[src/hw/rtl/cpair_pkg.sv]
// cpair_pkg: shared types and constants for the closest point pair block.
// No dependencies; imported by every cpair module.
`default_nettype none

package cpair_pkg;

    localparam int COORD_W        = 16;            // coordinate width
    localparam int DIST_W         = 2*COORD_W + 1; // squared distance of a pair
    localparam int BEST_W         = DIST_W + 1;    // running best, all ones = none yet
    localparam int MAX_POINTS_DEF = 256;
    localparam int QUEUE_DEPTH    = 2;
    localparam int IN_DATA_W      = 2*COORD_W;
    localparam int OUT_FIELDS_W   = 4*COORD_W + DIST_W;
    localparam int OUT_DATA_W     = ((OUT_FIELDS_W + 7) / 8) * 8;
    localparam int OUT_USER_W     = 2;

    // one classified point on its way from front to back
    typedef struct packed {
        logic               last;
        logic               drop;
        logic [COORD_W-1:0] y;
        logic [COORD_W-1:0] x;
    } t_cmd;

    typedef struct packed {
        logic empty;
        logic full;
    } t_q_status;

endpackage

`default_nettype wire

[src/hw/rtl/cpair_queue.sv]
// cpair_queue: short FIFO of classified points between front and back.
// Depends on cpair_pkg.
`default_nettype none

module cpair_queue (
    input  wire logic                 i_clk,
    input  wire logic                 i_rst_n,
    input  wire logic                 i_push,
    input  wire cpair_pkg::t_cmd      i_cmd,
    input  wire logic                 i_pop,
    output cpair_pkg::t_cmd           o_cmd,
    output cpair_pkg::t_q_status      o_status
);
    import cpair_pkg::*;

    localparam int PTR_W = (QUEUE_DEPTH > 1) ? $clog2(QUEUE_DEPTH) : 1;
    localparam int FIL_W = $clog2(QUEUE_DEPTH + 1);

    t_cmd             r_slot [QUEUE_DEPTH];
    logic [PTR_W-1:0] r_wr_ptr;
    logic [PTR_W-1:0] r_rd_ptr;
    logic [FIL_W-1:0] r_fill;

    assign o_status.empty = (r_fill == '0);
    assign o_status.full  = (r_fill == FIL_W'(QUEUE_DEPTH));
    assign o_cmd          = r_slot[r_rd_ptr];

    always_ff @(posedge i_clk) begin
        if (i_push) begin
            r_slot[r_wr_ptr] <= i_cmd;
        end
    end

    always_ff @(posedge i_clk) begin
        if (!i_rst_n) begin
            r_wr_ptr <= '0;
            r_rd_ptr <= '0;
            r_fill   <= '0;
        end else begin
            if (i_push) begin
                r_wr_ptr <= (r_wr_ptr == PTR_W'(QUEUE_DEPTH - 1)) ? '0 : r_wr_ptr + 1'b1;
            end
            if (i_pop) begin
                r_rd_ptr <= (r_rd_ptr == PTR_W'(QUEUE_DEPTH - 1)) ? '0 : r_rd_ptr + 1'b1;
            end
            if (i_push && !i_pop) begin
                r_fill <= r_fill + 1'b1;
            end else if (!i_push && i_pop) begin
                r_fill <= r_fill - 1'b1;
            end
        end
    end

endmodule

`default_nettype wire

[config.mk]
export PLATFORM = sky130hd
export DESIGN_NAME = cpair_queue
export DESIGN_NICKNAME = d
export VERILOG_FILES = /design/src/hw/rtl/cpair_pkg.sv /design/src/hw/rtl/cpair_queue.sv
export SDC_FILE = /design/constraint.sdc
export NUM_CORES = 1
export LEC_CHECK = 0
export BUFFER_PORTS_ARGS = -buffer_cell sky130_fd_sc_hd__buf_4
export CAP_MARGIN = 20
export CORE_MARGIN = 5
export CORE_UTILIZATION = 38
export CTS_BUF_LIST = sky130_fd_sc_hd__clkbuf_8
export DETAILED_ROUTE_END_ITERATION = 8
export PLACE_DENSITY = 0.63
export RECOVER_POWER = 25
export SYNTH_ARGS = -nofsm -noshare
export SYNTH_HDL_FRONTEND = slang
export SYNTH_SLANG_ARGS = --single-unit
[constraint.sdc]
create_clock -name i_clk -period 6.25 [get_ports i_clk]
set_input_delay 0.9375 -clock i_clk [delete_from_list [all_inputs] [get_ports i_clk]]
set_output_delay 0.9375 -clock i_clk [all_outputs]
set_load 0.05 [all_outputs]
Word level (Yosys, flattened, before mapping)

Memory sizes are Yosys's and may differ from the RTL's. A register that Yosys moved wholly into a read port is not among the register bits.
Cells that the tools add are included.

Flip-flop bits (word level): 4
Latch bits: 0
Bits in writable memories: 68
Bits in read-only memories: 0
Input port bits: 38
Memories kept: 1

Memories:

| name   | words | width | rd ports | clocked after memory_dff | write ports | RTL line          | text |
|---|---|---|---|---|---|---|---|
| r_slot | 2     | 34    | 1        | 1                        | 1           | cpair_queue.sv:19 | `t_cmd r_slot [QUEUE_DEPTH];` |

Add/subtract/negate cells: 4
$mul: 0
Div/mod/pow operators: 0
$lt $le $gt $ge: 0
Equality and inequality tests: 1
Shift-type cells: 0
Multiplexer cells: 8
Bitwise operators: 0
Reductions and logical operators: 6

Operators with widths:

| kind                  | count |
|---|---|
| $mux W1               | 6 |
| $mux W2               | 2 |
| $add A1 B1 Y1 const B | 2 |
| $add A2 B1 Y2 const B | 1 |
| $eq A2 B2 Y1 const B  | 1 |
| $logic_and A1 B1 Y1   | 2 |
| $logic_not A1 Y1      | 2 |
| $logic_not A2 Y1      | 1 |
| $reduce_bool A2 Y1    | 1 |
| $sub A2 B1 Y2 const B | 1 |

Logic depth before layout (Yosys ltp)

Depth after elaboration: 4
Depth in mapped cells: 5

Least setup slack after synthesis

OpenSTA, ideal clock, no wires.

Path kind: input to register
From: input port i_push
To: memory r_slot[0][0] in the netlist's numbering, enable pin
Setup time: 0.430 ns
Arrival time: 2.501 ns
Data required time: 5.820 ns
Path slack: 3.318 ns
Stages: 1
Path buffers: 0
Cells stage by stage: nor2b_1

Word-level cells in the longest chain between the ends: 2

Ends and longest elaborated chain:

| element                       | RTL line          | text |
|---|---|---|
| from (decl)                   | cpair_queue.sv:8  | `input wire logic i_push,` |
| $mux W1                       | cpair_queue.sv:29 | `if (i_push) begin` |
| $mux W1 (not written as such) | cpair_queue.sv:30 | `r_slot[r_wr_ptr] <= i_cmd;` |
| to (decl)                     | cpair_queue.sv:19 |  |

Every way passes these cells.

==> impl_metrics.csv <==
group,metric,value,unit
critical_path,worstPathMaxFanout,25,
cells_and_area,final_nets,249,
pwr,seq_power_share,48.7,%
cells_and_area,area_growth,32.3,%
clock_network,cts_max_level,3,
pwr,combinationalPowerShare,17.6,%
sta,drv_slew,0,
logic_synthesis,synth_cell_types,17,
die,initial_core_util,39.1,%
die,die_h,93.8,um
logic_synthesis,synth_seq_cells,73,
critical_path,crit_required,5.31,ns
logic_synthesis,synth_area_per_cell,20.9,um2
place,numPortBuffers,73,
critical_path,r2r_cells,2,
clock_network,cts_hold_buf,0,
pwr,p_int,0.862,mW
clock_network,cts_buffers,9,
pwr,p_sw,0.314,mW
routing,drt_iter0_markers,53,
routing,wl,4900,um
sta,period_share,46.1,%
global_routing,grt_usage,11.7,%
outcome,status,"finished clean",
sta,finalSetupViolCount,0,
die,die-area,0.00881,mm2
logic_synthesis,seq_area_frac_synth,80.2,%
place,globalplace.congestion,0.712,
sta,rsz0062_at_grt,"false",
min_path,worst_hold_path_type,"reg2reg",
routing,ant_nets,0,
die,core_area,0.00683,mm2
logic_synthesis,syn-num-nets,167,
critical_path,r2r_slack,4.65,ns
routing,first_pass_iters,4,
global_routing,grt_pass1_vias,1502,
logic_synthesis,synth_top_area_share,76.4,%
die,ios,74,
logic_synthesis,synth.largest_area_cell,"edfxtp_1",
routing,wl_per_cell,15.8,um
logic_synthesis,synthCells,128,
global_routing,grt_max_degree,36,
clock_network,path_clk_slew,0.07,ns
die,rows,30,
sta,tightest_slew,1.03,ns
pwr,p_leak,1.32,nW
sta,setup_tns,0,ns
cells_and_area,drive_gt1_share,56.7,%
sta,fin_crit,2.88,ns
logic_synthesis,synth_area_leaders,"edfxtp_1 76%, mux2_2 14%, dfxtp_1 3.7%",
routing,vias,1399,
run,drv_cap,0,
min_path,hold_depth,2,
critical_path,end_kind,"output pin",
cells_and_area,antenna_cells,0,
pwr,p_total,1.18,mW
pwr,p_per_area,333,mW/mm2
critical_path,critPathArrivalTime,1.94,ns
pwr,ir_drop,0.160,mV
pwr,clock_power_share,33.7,%
clock_network,clock_sinks,73,
logic_synthesis,yosys_warnings,0,
clock_network,cts_tree,"built",
clock_network,cts_root_buf,"clkbuf_8",
sta,relSlewSlack,31.5,%
logic_synthesis,syn-cell-area,0.00267,mm2
critical_path,path_class,"reg2out",
global_routing,grt_pass1_wl,7670,um
place,place.detailed.hpwl,3270,um
sta,clock-skew-final,0.00353,ns
global_routing,antenna_found_initial,0,
sta,max_clock_freq,0.347,GHz
die,die_w,93.8,um
critical_path,crit_path_start_kind,"flop",
clock_network,postCtsSetupRepairBufs,0,
clock_network,post_cts_resized,0,
routing,viasPerCell,4.50,
sta,holdWs,0.505,ns
pwr,p_sw_share,26.7,%
global_routing,overflow,0,
sta,final_hold_viol_count,0,
routing,drc_errors,0,
clock_network,clk_latency,0.33,ns
clock_network,clockBufferDepth,2,
## cells in the final DEF (no fill, tap or decap), types with 2 or more instances in the layout
master	Yosys	final
and2_1	4	4
buf_4	3	52
bufinv_16	0	2
clkbuf_1	0	5
clkbuf_4	0	18
clkbuf_8	0	9
clkinv_2	0	2
clkinv_4	0	2
dfxtp_1	5	5
edfxtp_1	68	68
mux2_2	34	34
xor2_1	2	2
## power by group through the flow
| stage | clock [mW] | sequential (mW) | combinational (mW) |
|---|---|---|---|
| finish | 0.396 | 0.573 | 0.207 |
| global route | 0.426 | 0.575 | 0.218 |
| CTS | 0.407 | 0.573 | 0.212 |
| detailed placement | 0 | 0.584 | 0.212 |
| global placement | 0 | 0.583 | 0.211 |
| floorplan | 0 | 0.580 | 0.145 |
## worst max-delay path, cell delays in order, from the launching register on
cell and delay, ns:
dfxtp_1 0.60, buf_4 0.42, mux2_2 0.39, buf_4 0.19
## layer usage
layer / track usage, % / vias to the layer above / part of all wire (%)
met1: 13.2 / 680 / 41
met4: 6.86 / 0 / 1.9
li1: - / 662 / -
met2: 19.6 / 48 / 52
met5: 0 / - / 0
met3: 3.45 / 9 / 5.1
## sequential cells by signal, summed over array words and instances (netlist names), named ones only
| signal | cells |
|---|---|
| r_slot | 68 |
| r_fill | 2 |
| r_wr_ptr | 1 |
| r_rd_ptr | 1 |
## final timing paths
kind / startpoint / to
max: flop / o_cmd[15]
min: r_fill[1] / r_fill[1]
max reg2reg: r_wr_ptr / r_slot[1][12]
min reg2reg: r_fill[1] / r_fill[1]
## kinds of logic (layout without fill, tap and decap cells)
family / after synthesis / after routing / share of synthesized area (%)
AO/OA/AOI/OAI: 3 / 3 / 0.749
buffers and inverters: 5 / 92 / 1.17
adder cells (fa/ha/maj): 1 / 1 / 0.468
XOR/XNOR: 3 / 3 / 0.984
AND/OR/NAND/NOR: 9 / 9 / 2.11
multiplexers: 34 / 34 / 14.3
flip-flops: 73 / 73 / 80.2
## per-stage QoR
stage / cells / instance area (um2) / utilization, % / setup WS, ns
after detailed placement: 295 / 3330 / 48.8 / 3.70
after floorplan: 128 / 2670 / - / 3.32
final: 311 / 3530 / 51.7 / 3.37
after global placement: 295 / 3330 / 48.8 / 3.72
after global routing: 311 / 3530 / 51.7 / 3.27
after CTS: 311 / 3550 / 52.0 / 3.33
## area by class of cell
class / instances / area (um2)
Clock buffer: 9 / 124
Clock inverter: 7 / 95.1
Fill cell: 604 / 3300
Inverter: 1 / 3.75
Multi-Input combinational cell: 50 / 505
Sequential cell: 73 / 2140
Tap cell: 96 / 120
Timing Repair Buffer: 75 / 544
## synthesized netlist by cell type
| library cell | count |
|---|---|
| xor2_1 | 2 |
| and2_1 | 4 |
| nor2b_1 | 2 |
| o21a_1 | 1 |
| or3_1 | 1 |
| buf_4 | 3 |
| nor2_1 | 1 |
| mux2_2 | 34 |
| ha_1 | 1 |
| inv_1 | 1 |
| xnor2_1 | 1 |
| buf_2 | 1 |
| edfxtp_1 | 68 |
| a21boi_1 | 1 |
| o21ai_0 | 1 |
| dfxtp_1 | 5 |
| and2b_2 | 1 |
Note: power is estimated with default switching activity, not from simulation.
