[src/hw/rtl/cpair_pkg.sv]
// cpair_pkg: shared types and constants for the closest point pair block.
// No dependencies; imported by every cpair module.
`default_nettype none

package cpair_pkg;

    localparam int COORD_W        = 16;            // coordinate width
    localparam int DIST_W         = 2*COORD_W + 1; // squared distance of a pair
    localparam int BEST_W         = DIST_W + 1;    // running best, all ones = none yet
    localparam int MAX_POINTS_DEF = 256;
    localparam int QUEUE_DEPTH    = 2;
    localparam int IN_DATA_W      = 2*COORD_W;
    localparam int OUT_FIELDS_W   = 4*COORD_W + DIST_W;
    localparam int OUT_DATA_W     = ((OUT_FIELDS_W + 7) / 8) * 8;
    localparam int OUT_USER_W     = 2;

    // one classified point on its way from front to back
    typedef struct packed {
        logic               last;
        logic               drop;
        logic [COORD_W-1:0] y;
        logic [COORD_W-1:0] x;
    } t_cmd;

    typedef struct packed {
        logic empty;
        logic full;
    } t_q_status;

endpackage

`default_nettype wire

[src/hw/rtl/cpair_front.sv]
// cpair_front: input side; accepts points and marks those beyond capacity.
// Depends on cpair_pkg.
`default_nettype none

module cpair_front #(
    parameter int MAX_POINTS = cpair_pkg::MAX_POINTS_DEF
) (
    input  wire logic                           i_clk,
    input  wire logic                           i_rst_n,
    input  wire logic                           i_s_tvalid,
    output logic                                o_s_tready,
    input  wire logic [cpair_pkg::IN_DATA_W-1:0] i_s_tdata,
    input  wire logic                           i_s_tlast,
    input  wire cpair_pkg::t_q_status           i_q_status,
    output logic                                o_push,
    output cpair_pkg::t_cmd                     o_cmd
);
    import cpair_pkg::*;

    localparam int CNT_W = $clog2(MAX_POINTS + 1);

    logic [CNT_W-1:0] r_cnt;
    logic             accept;

    assign o_s_tready = !i_q_status.full;
    assign accept     = i_s_tvalid && o_s_tready;
    assign o_push     = accept;

    assign o_cmd.x    = i_s_tdata[COORD_W-1:0];
    assign o_cmd.y    = i_s_tdata[2*COORD_W-1:COORD_W];
    assign o_cmd.last = i_s_tlast;
    assign o_cmd.drop = (r_cnt == CNT_W'(MAX_POINTS));

    // mirrors the back end's fill count so the drop decision is made here
    always_ff @(posedge i_clk) begin
        if (!i_rst_n) begin
            r_cnt <= '0;
        end else if (accept) begin
            if (i_s_tlast) begin
                r_cnt <= '0;
            end else if (!o_cmd.drop) begin
                r_cnt <= r_cnt + 1'b1;
            end
        end
    end

endmodule

`default_nettype wire

[config.mk]
export PLATFORM = sky130hd
export DESIGN_NAME = cpair_front
export DESIGN_NICKNAME = d
export VERILOG_FILES = /design/src/hw/rtl/cpair_pkg.sv /design/src/hw/rtl/cpair_front.sv
export SDC_FILE = /design/constraint.sdc
export NUM_CORES = 1
export LEC_CHECK = 0
export ABC_AREA = 1
export BUFFER_PORTS_ARGS = -buffer_cell sky130_fd_sc_hd__clkbuf_2
export CORE_ASPECT_RATIO = 1.1
export CORE_MARGIN = 4
export CORE_UTILIZATION = 41
export DETAILED_ROUTE_END_ITERATION = 16
export HOLD_SLACK_MARGIN = 0.05
export PLACE_DENSITY = 0.88
export SYNTH_ARGS = -nofsm -noshare
export SYNTH_HDL_FRONTEND = slang
export SYNTH_SLANG_ARGS = --single-unit
[constraint.sdc]
create_clock -name i_clk -period 2.53 [get_ports i_clk]
set_input_delay 0.1265 -clock i_clk [delete_from_list [all_inputs] [get_ports i_clk]]
set_output_delay 0.1265 -clock i_clk [all_outputs]
set_load 0.005 [all_outputs]
# Yosys cells after proc, flatten, opt, wreduce, memory -nomap -nowiden
# Index checks and enable logic that the tools add are counted.
# Widths: inputs -> output; s select.
dict set report classes {
  addsub 1
  mux 2
  reduce_logical 3
  n_eq_ne 2
}
# op n
set ops {}
lappend ops {{$mux 9} 2}
lappend ops {{$add 9x1->9 const B} 1}
lappend ops {{$eq 9x9->1 const B} 1}
lappend ops {{$ne 2x2->1 const B} 1}
lappend ops {{$reduce_and 2->1} 1}
lappend ops {{$logic_and 1x1->1} 1}
lappend ops {{$logic_not 1->1} 1}
dict set report totals {
  output_inout_bits 36
  inputBits 38
  reg_bits 9
  word_cells 9
}

# Logic depth before layout (Yosys ltp)
# Gate-level depths: netlist of the first run.
dict set report depth {
  word_depth 3
  mapped_depth 10
  depth_no_buf 10
}

# Least setup slack after synthesis of the first run
# Ideal clock, no wire load.
dict set report synth_timing {
  path_type {register to register}
  startpoint {register r_cnt[0]}
  endpoint {register r_cnt[4]}
  synth_period_minus_slack_ps 1257
  path_buffers 1
  required_ps 2417
  path_slack_ps 1273
  setup_time_ps 113
  stages_incl_launch_ff 10
  arrival_ps 1144
  path_cell_list {dfxtp_1 inv_1 ha_1 nand2_1 nor2_1 nand3_2 nand2_2 buf_6 o21ai_1 nor2_1}
}
dict set report synth_via {
  elab_chain_len 3
  elab_cells_between_ends 6
  classes_between {add/sub: 1; eq/ne: 2; mux: 2; reduce/logical: 1}
}
# element line_no
set synth_rtl {}
lappend synth_rtl {{start, declared} cpair_front.sv:22} ;# logic [CNT_W-1:0] r_cnt;
lappend synth_rtl {{start signal, assigned} cpair_front.sv:42} ;# r_cnt <= r_cnt + 1'b1;
lappend synth_rtl {{$add 9x1->9 / $eq 9x9->1 (equally long branches)} {cpair_front.sv:42, cpair_front.sv:32}}
lappend synth_rtl {{$mux 9 / $ne 2x2->1 (equally long branches)} --}
lappend synth_rtl {{$mux 9 / $reduce_and 2->1 (equally long branches)} --}
# Several ways; a longest one is shown, not always the timed one. The select of a mux whose other input is x is not followed.
# A chain may end at the register's enable or synchronous reset.

==> results of run 1 <==
worst max-delay path by stage:
stage / startpoint / end / slack, ps / cells after the start
after floorplan: r_cnt[0] / r_cnt[4] / 1270 / 9
after global placement: r_cnt[0] / r_cnt[6] / 1110 / 9
after detailed placement: r_cnt[0] / r_cnt[6] / 1110 / 9
after CTS: r_cnt[0] / o_cmd[32] / 1090 / 5
after global routing: r_cnt[0] / o_cmd[32] / 930 / 5
final: r_cnt[0] / o_cmd[32] / 1100 / 5
stage by stage:
| stage | std cells | util (%) | power (mW) | cell area, um2 |
|---|---|---|---|---|
| 2_1_floorplan | 138 | - | 0.2395 | 865.8 |
| 3_3_place_gp | 138 | 33.60 | 0.2076 | 671.9 |
| 3_5_place_dp | 138 | 33.60 | 0.2084 | 671.9 |
| 4_1_cts | 142 | 34.92 | 0.3271 | 698.2 |
| 5_1_grt | 142 | 34.92 | 0.3395 | 698.2 |
| 6_report | 142 | 34.92 | 0.3192 | 698.2 |
critical path, delay by kind of cell, from the launching register on:
| family | cells | cell delay [ps] |
|---|---|---|
| DFF | 1 | 340 |
| and+or+nand+nor | 2 | 340 |
| buffers and inverters | 2 | 230 |
| adders and majority gates | 1 | 140 |
metal layers:
layer  wire length [um]  vias up  track usage [%]  share of wire [%]
li1                   -      337                -                  -
met1                622      265            11.45                 47
met2                574       23            14.00                 43
met3                115        2            4.290                8.6
met4                 23        0            5.993                1.7
met5                  0        -                0                  0
kinds of logic after synthesis:
logic type                 after synthesis  synth area share [%]
adders and majority gates                2                 2.890
DFF                                      9                 20.81
and+or+nand+nor                         61                 30.20
buffers and inverters                   54                 38.87
AOI/OAI and AO/OA                       12                 7.224
final cells by class:
type                            instances  area, um2  area share (%)
Clock buffer                            4      26.28           3.763
Multi-Input combinational cell         75      349.1           50.00
Inverter                               18      67.56           9.677
Sequential cell                         9      180.2           25.81
Tap cell                               28      35.03           5.018
Timing Repair Buffer                    8      40.04           5.735
synth_stat cells, drive strengths merged:
| master | count |
|---|---|
| buf | 36 |
| o21ai | 4 |
| nor4 | 1 |
| inv | 18 |
| dfxtp | 9 |
| a21boi | 1 |
| a21oi | 7 |
| nand2 | 30 |
| ha | 2 |
| nand3 | 7 |
| nor3 | 1 |
| nor2 | 22 |
power by group:
part	total (mW)	internal (mW)	switching, mW	leakage [nW]
logic	0.0506	0.0196	0.0310	0.255
clock network	0.114	0.0610	0.0534	0.0150
registers	0.154	0.148	0.00605	0.0735
total	0.319	0.229	0.0905	0.344
==> reports/summary.txt, run 1 <==
Status -> completed
Largest net degree at the start of global routing -> 14
I/O pins -> 74
R2R Setup Slk -> 1100 ps
Post-CTS sizing -> 0
Post-route clock skew -> 1.840 ps
Largest register FFs -> 9
Top post-synthesis cells by area -> buf_4, dfxtp_1, nand2_1
Total Routing Usage GR -> 9.688%
Total die area -> 0.002912 mm2
Post-synth top area cell -> buf_4
Maxcap violations -> 0
Crit path kind -> reg -> out
Maximum vdd drop -> 138.1 uV
Die height -> 56.20 um
Final setup fails -> 0
Fmax -> 698.0 MHz
Yosys warns -> 0
Die Wd -> 51.82 um
Cells after synthesis -> 138
Clock Sinks -> 9
Syn_area_per_cell -> 6.274 um2
GPL Wtd Cong -> 0.8415
Worst Tran Pin Value -> 233.3 ps
Hold Startpoint -> i_rst_n
Worst Hold End -> r_cnt[6]
Commonest non-fill, non-tap cells in the layout -> nand2_1, nor2_1, inv_1, dfxtp_1, clkbuf_2
Fin crit share -> 56.62%
CP Cell Sequence -> inv_1, ha_1, nand2_1, nor4_1, clkbuf_2
Clk buf depth -> 2
Final TNS setup -> 0 ps
Count of pins over their slew limit -> 0
PortBufs -> 8
Synth Register Bits -> 9
Gr ovfl total -> 0
Critical-path top delay cell -> dfxtp_1
Worst R2R End -> r_cnt[6]
Critical Path Start Type -> flop
Drt drc -> 0
Syn Std Cell Area -> 865.8 um2
Via-to-Cell Ratio -> 4.415
Leakage -> 0.3440 nW
Top cell type's share of synthesized area -> 28.61%
CTS root buf -> clkbuf_4
Hold Path Class -> in -> reg
RSZ-0062 raised after global routing -> false
Initial antenna violation count -> 0
Antenna fix cells -> 0
CTS tree -> done
Core footprint -> 0.001999 mm2
Max stage delay on crit path -> 340 ps
Later-pin clock latency in the skew report -> 270 ps
Nets -> 155
Worst Setup Slack, final -> 1097 ps
Dpl hpwl -> 1015 um
WL per Instance -> 9.394 um
Final min period -> 1433 ps
Leading cell type in the layout, fill and taps excluded -> nand2_1
Worst-path clk slew -> 60 ps
Starting Density -> 43.30%
H-tree depth -> 1
Critical Path AT -> 1310 ps
Post-DRT Antenna Nets -> 0
Post-synth cell types -> 19
Pre-CTS WS -> 1105 ps
Layout fillers -> 237
Final hold vios -> 0
Setup crit end kind -> primary output
Vias post-DR -> 627
Reg2reg start -> r_cnt[0]
Hold Path Stages -> 3
Post-synthesis net count -> 178
Worst-path fanout max -> 5
R2R depth -> 9
DRT iter0 DRCs -> 9
Largest registers -> r_cnt: 9 flops
Worst hold slack -> 188.7 ps
P per Cell Area -> 457.2 mW/mm2
DRT Pass-1 Iters -> 6
Worst rel slew slack -> 84.39%
Largest reg by FF count -> r_cnt
Setup Fix Bufs, Post-CTS -> 0
Total CTS buffers -> 3
Core Rows -> 17
Share of layout cells above drive strength 1 -> 21.05%
First-pass GRT wire length -> 2166 um
Required @ worst endpoint -> 2400 ps
Hold buffer count at CTS -> 0
Vias in the first global route -> 546
Area Overhead vs Synth -> -19.36%
Total wire length -> 1334 um
Register area share after synthesis -> 20.81%
(Power assumes the default switching activity.)
==> inputs of run 2 (changes only) <==
--- a/config.mk
+++ b/config.mk
@@ -5,14 +5,14 @@
 export SDC_FILE = /design/constraint.sdc
 export NUM_CORES = 1
 export LEC_CHECK = 0
-export ABC_AREA = 1
+export ABC_AREA = 0
 export BUFFER_PORTS_ARGS = -buffer_cell sky130_fd_sc_hd__clkbuf_2
 export CORE_ASPECT_RATIO = 1.1
 export CORE_MARGIN = 4
-export CORE_UTILIZATION = 41
+export CORE_UTILIZATION = 33
 export DETAILED_ROUTE_END_ITERATION = 16
 export HOLD_SLACK_MARGIN = 0.05
-export PLACE_DENSITY = 0.88
+export PLACE_DENSITY = 0.78
 export SYNTH_ARGS = -nofsm -noshare
 export SYNTH_HDL_FRONTEND = slang
 export SYNTH_SLANG_ARGS = --single-unit
==> constraint.sdc (replaced) <==
create_clock -name i_clk -period 1.2 [get_ports i_clk]
set_input_delay 0.06 -clock i_clk [delete_from_list [all_inputs] [get_ports i_clk]]
set_output_delay 0.06 -clock i_clk [all_outputs]
set_load 0.005 [all_outputs]
==> run 2 against run 1 <==
  * The run now ends with setup timing left
  * Synthesized cell count shrank 25%
  * Cell area grew 25%
  * Die area grew 14%
  * Combinational power grew 79%
  * Sequential power grew 96%
  * Clock power grew 120%
  * Via count grew 14%
  * Non-clock buffer count grew 21
  * First-iteration DRC count grew 67%
  * Critical endpoint unchanged
  * Sequential cell count is the same
  * Critical path depth is the same
  * Register-to-register slack lost 1400 ps
==> reports/summary.txt, run 2 <==
Status -> finished, violations left (was completed)
Violated checks -> setup timing
Fmax -> 653.0 MHz
Post-synthesis adder-cell area fraction -> 3.072% (was 2.890%)
Crit path kind -> reg -> out (unchanged)
Maxcap violations -> 0 (unchanged)
Via-to-Cell Ratio -> 5.473 (was 4.415)
Largest net degree at the start of global routing -> 9 (was 14)
Worst Tran Pin Value -> 422.3 ps (was 233.3 ps)
Reg2reg start -> r_cnt[1] (was r_cnt[0])
Critical Path AT -> 1470 ps (was 1310 ps)
Post-DRT Antenna Nets -> 0 (unchanged)
Synth Flop Type -> dfxtp_1 (unchanged)
Worst Hold End -> r_cnt[7] (was r_cnt[6])
WL per Instance -> 15.15 um (was 9.394 um)
Worst-path clk slew -> 60 ps (about the same)
Area share of and/or/nand/nor cells after synthesis -> 23.81% (was 30.20%)
Top cell type's share of synthesized area -> 30.41% (was 28.61%)
Final setup fails -> 10 (was 0)
Core footprint -> 0.002297 mm2 (was 0.001999 mm2)
Hold buffer count at CTS -> 0 (unchanged)
Hold Startpoint -> i_rst_n (unchanged)
Vias in the first global route -> 722 (was 546)
Register area share after synthesis -> 22.12% (was 20.81%)
Largest registers -> r_cnt: 9 flops (unchanged)
Final Util -> 37.91% (was 34.92%)
Cells after synthesis -> 104 (was 138)
CTS root buf -> clkbuf_4 (unchanged)
Starting Density -> 35.46% (was 43.30%)
GPL Wtd Cong -> 0.8470 (was 0.8415)
Area share of xor/xnor cells in the synthesized design -> 0% (unchanged)
Maximum vdd drop -> 472.9 uV (was 138.1 uV)
Largest register FFs -> 9 (unchanged)
Gr ovfl total -> 0 (unchanged)
Die Wd -> 55.37 um (was 51.82 um)
Crit path from -> r_cnt[1] (was r_cnt[0])
Final min period -> 1531 ps
Total Routing Usage GR -> 12.53% (was 9.688%)
Share of layout cells above drive strength 1 -> 48.51% (was 21.05%)
Hold Path Stages -> 3 (unchanged)
Count of pins over their slew limit -> 0 (unchanged)
Mux share of post-synthesis cell area -> 0% (unchanged)
Vias post-DR -> 717 (was 627)
Worst rel slew slack -> 71.45% (was 84.39%)
Setup crit end kind -> primary output (unchanged)
Largest reg by FF count -> r_cnt (unchanged)
Area Overhead vs Synth -> 6.912% (was -19.36%)
Final TNS setup -> -2008 ps (was 0 ps)
Drt drc -> 0 (unchanged)
Required @ worst endpoint -> 1140 ps (was 2400 ps)
Post-route clock skew -> 2.103 ps (was 1.840 ps)
Total die area -> 0.003328 mm2 (was 0.002912 mm2)
Max stage delay on crit path -> 460 ps (was 340 ps)
Most frequent cell after synthesis -> buf_4 (unchanged)
H-tree depth -> 1 (unchanged)
CTS tree -> done (unchanged)
Clk buf depth -> 2 (unchanged)
Post-synth top area cell -> buf_4 (unchanged)
Dpl hpwl -> 1408 um (was 1015 um)
DRT iter0 DRCs -> 15 (was 9)
Post-synth EDFFs -> 0 (unchanged)
Worst hold slack -> 73.57 ps (was 188.7 ps)
Initial antenna violation count -> 0 (unchanged)
Syn Std Cell Area -> 814.5 um2 (was 865.8 um2)
RSZ-0062 raised after global routing -> true (was false)
Total power -> 642.2 uW (was 319.2 uW)
Largest delay share family, worst path -> simple AND/OR/NAND/NOR gates (was flip-flops)
Total wire length -> 1985 um (was 1334 um)
R2R depth -> 6 (was 9)
Post-synth cell types -> 25 (was 19)
Yosys warns -> 0 (unchanged)
Later-pin clock latency in the skew report -> 270 ps (about the same)
Worst Setup Slack, final -> -331.4 ps (was 1097 ps)
Critical path buffers and inverters -> 2 (unchanged)
Worst-path fanout max -> 2 (was 5)
PortBufs -> 8 (unchanged)
Top post-synthesis cells by area -> buf_4, dfxtp_1, a31oi_1 (was buf_4, dfxtp_1, nand2_1)
Synth Register Bits -> 9 (unchanged)
Leakage -> 0.3398 nW (was 0.3440 nW)
Critical-path top delay cell -> or4b_4 (was dfxtp_1)
CP Cell Sequence -> inv_2, ha_4, or4b_4, nor2_1, clkbuf_2 (was inv_1, ha_1, nand2_1, nor4_1, clkbuf_2)
Leading cell type in the layout, fill and taps excluded -> buf_4 (was nand2_1)
Clock Sinks -> 9 (unchanged)
Syn_area_per_cell -> 7.832 um2 (was 6.274 um2)
DRT Pass-1 Iters -> 4 (was 6)
Synth cell count leaders -> buf_4, dfxtp_1, inv_1 (was buf_4, nand2_1, nor2_1)
I/O pins -> 74 (unchanged)
Antenna fix cells -> 0 (unchanged)
Fin crit share -> 127.6%
R2R Setup Slk -> -310 ps (was 1100 ps)
Commonest non-fill, non-tap cells in the layout -> buf_4, clkbuf_2, dfxtp_2 (was nand2_1, nor2_1, inv_1, dfxtp_1, clkbuf_2)
Die height -> 60.11 um (was 56.20 um)
Critical Path Start Type -> flop (unchanged)
Pre-CTS WS -> -216.7 ps (was 1105 ps)
Ys async rst share -> 0% (unchanged)
Hold Path Class -> in -> reg (unchanged)
Final hold vios -> 0 (unchanged)
Worst R2R End -> r_cnt[1] (was r_cnt[6])
Compound-Gate Fraction of Synth Area -> 15.82% (was 7.225%)
First-pass GRT wire length -> 3194 um (was 2166 um)
P per Cell Area -> 737.5 mW/mm2 (was 457.2 mW/mm2)
Nets -> 142 (was 155)
Core Rows -> 18 (was 17)
Largest family of logic cells by synthesized area -> buffers and inverters (unchanged)
Post-synthesis net count -> 144 (was 178)
Total CTS buffers -> 3 (unchanged)
-- run 2: changes by cell type in the layout (fill, tap and decap cells not counted), sizes merged, moves of 4 or more --
cell   before  now
a31oi       0    5
inv        18    7
nor2       22    2
buf         0   21
or4         0    4
nand2      30    5
-- run 2: where the power goes --
| group | internal (mW) | leakage, nW | switching [mW] |
|---|---|---|---|
| registers | 0.301 | 0.0756 | 0.00151 |
| logic | 0.0450 | 0.249 | 0.0458 |
| clock network | 0.129 | 0.0150 | 0.120 |
| total | 0.475 | 0.340 | 0.167 |
-- run 2: cell families (layout without fill, tap and decap cells) --
logic type / Yosys count / count (layout)
adders and majority gates: 2 / 2
buffers and inverters: 43 / 40
AOI/OAI and AO/OA: 20 / 20
DFF: 9 / 9
and+or+nand+nor: 30 / 30
-- run 2: worst reg2reg max path: cells and delay by family (launching register included) --
family	cells	cell delay [ps]
buffers and inverters	2	230
DFF	1	330
AOI/OAI and AO/OA	2	240
and+or+nand+nor	1	460
adders and majority gates	1	120
-- run 2: routing by layer --
| metal | track usage [%] | wire length (um) |
|---|---|---|
| met4 | 8.333 | 69 |
| met5 | 0 | 0 |
| met1 | 12.16 | 730 |
| met3 | 6.263 | 259 |
| met2 | 21.28 | 926 |
-- run 2: layout make-up --
class	instances	area, um2
Fill cell	247	1426
Multi-Input combinational cell	52	395.4
Timing Repair Buffer	29	197.7
Sequential cell	9	187.7
Tap cell	30	37.54
Clock buffer	4	26.28
Inverter	7	26.28
-- run 2: through the flow --
step                area [um2]  std cells
floorplan                843.3        104
CTS                      867.1        131
global placement         778.2        123
detailed placement       778.2        123
global route             870.8        131
finish                   870.8        131
-- run 2: worst max-delay path by stage --
stage / slack, ps / to / depth (start not counted)
CTS: -320 / o_cmd[32] / 5
detailed placement: -220 / r_cnt[0] / 5
floorplan: -160 / r_cnt[0] / 4
global placement: -180 / r_cnt[1] / 5
global route: -400 / r_cnt[1] / 6
finish: -330 / o_cmd[32] / 5
-- run 2: what timing repair did --
action,4_1_cts,5_1_grt
pin swaps,4,1
cloned,0,0
setup buffers,4,0
setup endpoints to repair,10,10
gates resized for setup,9,2
==> inputs of run 3 (changes only) <==
--- a/config.mk
+++ b/config.mk
@@ -7,12 +7,14 @@
 export LEC_CHECK = 0
 export ABC_AREA = 0
 export BUFFER_PORTS_ARGS = -buffer_cell sky130_fd_sc_hd__clkbuf_2
+export CELL_PAD_IN_SITES_DETAIL_PLACEMENT = 0
+export CELL_PAD_IN_SITES_GLOBAL_PLACEMENT = 1
 export CORE_ASPECT_RATIO = 1.1
 export CORE_MARGIN = 4
-export CORE_UTILIZATION = 33
+export CORE_UTILIZATION = 21
 export DETAILED_ROUTE_END_ITERATION = 16
 export HOLD_SLACK_MARGIN = 0.05
-export PLACE_DENSITY = 0.78
+export PLACE_DENSITY = 0.77
 export SYNTH_ARGS = -nofsm -noshare
 export SYNTH_HDL_FRONTEND = slang
 export SYNTH_SLANG_ARGS = --single-unit
==> run 3 against run 2 <==
  * The flow still finishes with violations (setup timing)
  * Clock power increased by 47%
  * Cell area is 8.9% higher
  * Sequential share of layout area down 1.6 points
  * Global-route usage is 3.2 points lower
  * Routed wire length up 13%
  * Combinational power grew 3.3%
  * Worst setup slack better by 20 ps
  * Die area is 48% higher
  * Critical path depth did not move
  * Final cell count rose by 15%
  * Total power increased by 19%
  * Largest cell class unchanged
==> reports/summary.txt, run 3 (same netlist as run 2, synthesis figures left out) <==
Status -> finished, violations left (unchanged)
Violated checks -> setup timing (unchanged)
Crit path kind -> reg -> out (unchanged)
Leakage -> 0.3533 nW (was 0.3398 nW)
Fmax -> 661.7 MHz (was 653.0 MHz)
Share of layout cells above drive strength 1 -> 53.47% (was 48.51%)
Die Wd -> 67.38 um (was 55.37 um)
Clk buf depth -> 2 (unchanged)
Core Rows -> 23 (was 18)
Worst rel slew slack -> 73.35% (was 71.45%)
PortBufs -> 8 (unchanged)
Required @ worst endpoint -> 1140 ps (about the same)
I/O pins -> 74 (unchanged)
Area Overhead vs Synth -> 16.44% (was 6.912%)
DRT iter0 DRCs -> 61 (was 15)
Total Routing Usage GR -> 9.283% (was 12.53%)
Largest registers -> r_cnt: 9 flops (unchanged)
Total die area -> 0.004940 mm2 (was 0.003328 mm2)
Setup crit end kind -> primary output (unchanged)
H-tree depth -> 1 (unchanged)
Vias in the first global route -> 732 (was 722)
Largest net degree at the start of global routing -> 9 (unchanged)
Hold Path Stages -> 3 (unchanged)
P per Cell Area -> 804.4 mW/mm2 (was 737.5 mW/mm2)
Total wire length -> 2252 um (was 1985 um)
RSZ-0062 raised after global routing -> true (unchanged)
Core footprint -> 0.003684 mm2 (was 0.002297 mm2)
R2R depth -> 6 (unchanged)
Hold Path Class -> in -> reg (unchanged)
Critical Path Start Type -> flop (unchanged)
Hold buffer count at CTS -> 0 (unchanged)
Commonest non-fill, non-tap cells in the layout -> buf_4, clkbuf_2, dfxtp_2 (unchanged)
Non-Filler Instances -> 151 (was 131)
GPL Wtd Cong -> 0.7926 (was 0.8470)
Worst Tran Pin Value -> 394.2 ps (was 422.3 ps)
DRT Pass-1 Iters -> 4 (unchanged)
Vias post-DR -> 719 (was 717)
First-pass GRT wire length -> 3484 um (was 3194 um)
Worst Setup Slack, final -> -311.4 ps (was -331.4 ps)
CTS tree -> done (unchanged)
Nets -> 142 (unchanged)
Critical Path AT -> 1450 ps (was 1470 ps)
Layout fillers -> 419 (was 247)
Initial antenna violation count -> 0 (unchanged)
Worst-path clk slew -> 50 ps (was 60 ps)
Fin crit share -> 125.9% (was 127.6%)
Largest register FFs -> 9 (unchanged)
Post-route clock skew -> 5.919 ps (was 2.103 ps)
Die height -> 73.32 um (was 60.11 um)
Count of pins over their slew limit -> 0 (unchanged)
Via-to-Cell Ratio -> 4.762 (was 5.473)
Largest reg by FF count -> r_cnt (unchanged)
Dpl hpwl -> 1603 um (was 1408 um)
Drt drc -> 0 (unchanged)
Total power -> 762.9 uW (was 642.2 uW)
Worst-path fanout max -> 4 (was 2)
Final min period -> 1511 ps (was 1531 ps)
Maxcap violations -> 0 (unchanged)
Leading cell type in the layout, fill and taps excluded -> buf_4 (unchanged)
CTS root buf -> clkbuf_8 (was clkbuf_4)
Antenna fix cells -> 0 (unchanged)
Total CTS buffers -> 3 (unchanged)
Gr ovfl total -> 0 (unchanged)
Clock Sinks -> 9 (unchanged)
Placed Instances -> 143 (was 123)
Maximum vdd drop -> 331.8 uV (was 472.9 uV)
Final hold vios -> 0 (unchanged)
WL per Instance -> 14.91 um (was 15.15 um)
Final setup fails -> 10 (unchanged)
Starting Density -> 22.11% (was 35.46%)
Later-pin clock latency in the skew report -> 240 ps (was 270 ps)
Post-DRT Antenna Nets -> 0 (unchanged)
-- run 3: cell types whose count changed in the layout (fill, tap and decap cells not counted), sizes merged --
cell and change:
buf +1, clkbuf -1
-- run 3: report_power, final --
part	switching, mW	total (mW)	internal [mW]
Clock	0.133	0.366	0.233
Sequential	0.00127	0.303	0.302
Combinational	0.0485	0.0938	0.0453
Total	0.183	0.763	0.580
-- run 3: worst paths after layout --
kind	startpoint	endpoint	slack [ps]
hold / removal	i_rst_n	r_cnt[7]	110
setup / recovery	r_cnt[0]	o_cmd[32]	-310
hold reg to reg	r_cnt[6]	r_cnt[6]	560
setup reg to reg	r_cnt[0]	r_cnt[2]	-300
-- run 3: critical path, stage by stage, from the launching register on --
cell and delay, ps:
dfxtp_2 320, inv_2 70, ha_4 120, or4b_4 490
nor2_2 90, buf_2 110
-- run 3: per-stage QoR --
stage	hold slack [ps]	area, um2	TNS (ps)	util (%)	setup WS [ps]
2_1_floorplan	146.5	843.3	-622.8	-	-157.3
3_3_place_gp	120.0	803.3	-1219	21.81	-179.8
3_5_place_dp	120.0	803.3	-1536	21.81	-236.9
4_1_cts	107.1	922.1	-1498	25.03	-310.0
5_1_grt	120.0	948.4	-2157	25.75	-364.3
6_report	111.2	948.4	-1571	25.75	-311.4
-- run 3: routing by layer --
layer  wire length [um]  part of all wire [%]  vias up  global-route usage (%)
li1                   -                     -      336                       -
met1                825                    37      340                   8.922
met2               1134                    50       34                   16.05
met3                228                    10        9                   3.058
met4                 63                   2.8        0                   7.207
met5                  0                     0        -                       0
-- run 3: repair_timing --
item                       in CTS  in global routing
buffers inserted                3                  1
setup endpoints to repair      10                 10
pin swaps                       7                  2
gates resized for setup        14                  7
-- run 3: area by class of cell --
type,count,area [um2],area share (%)
flip-flops and latches,9,188.9,19.92
multi-input cells,52,420.4,44.33
clock buffers,4,45.04,4.749
repair buffers,29,205.2,21.64
well taps,50,62.56,6.596
inverters,7,26.28,2.770
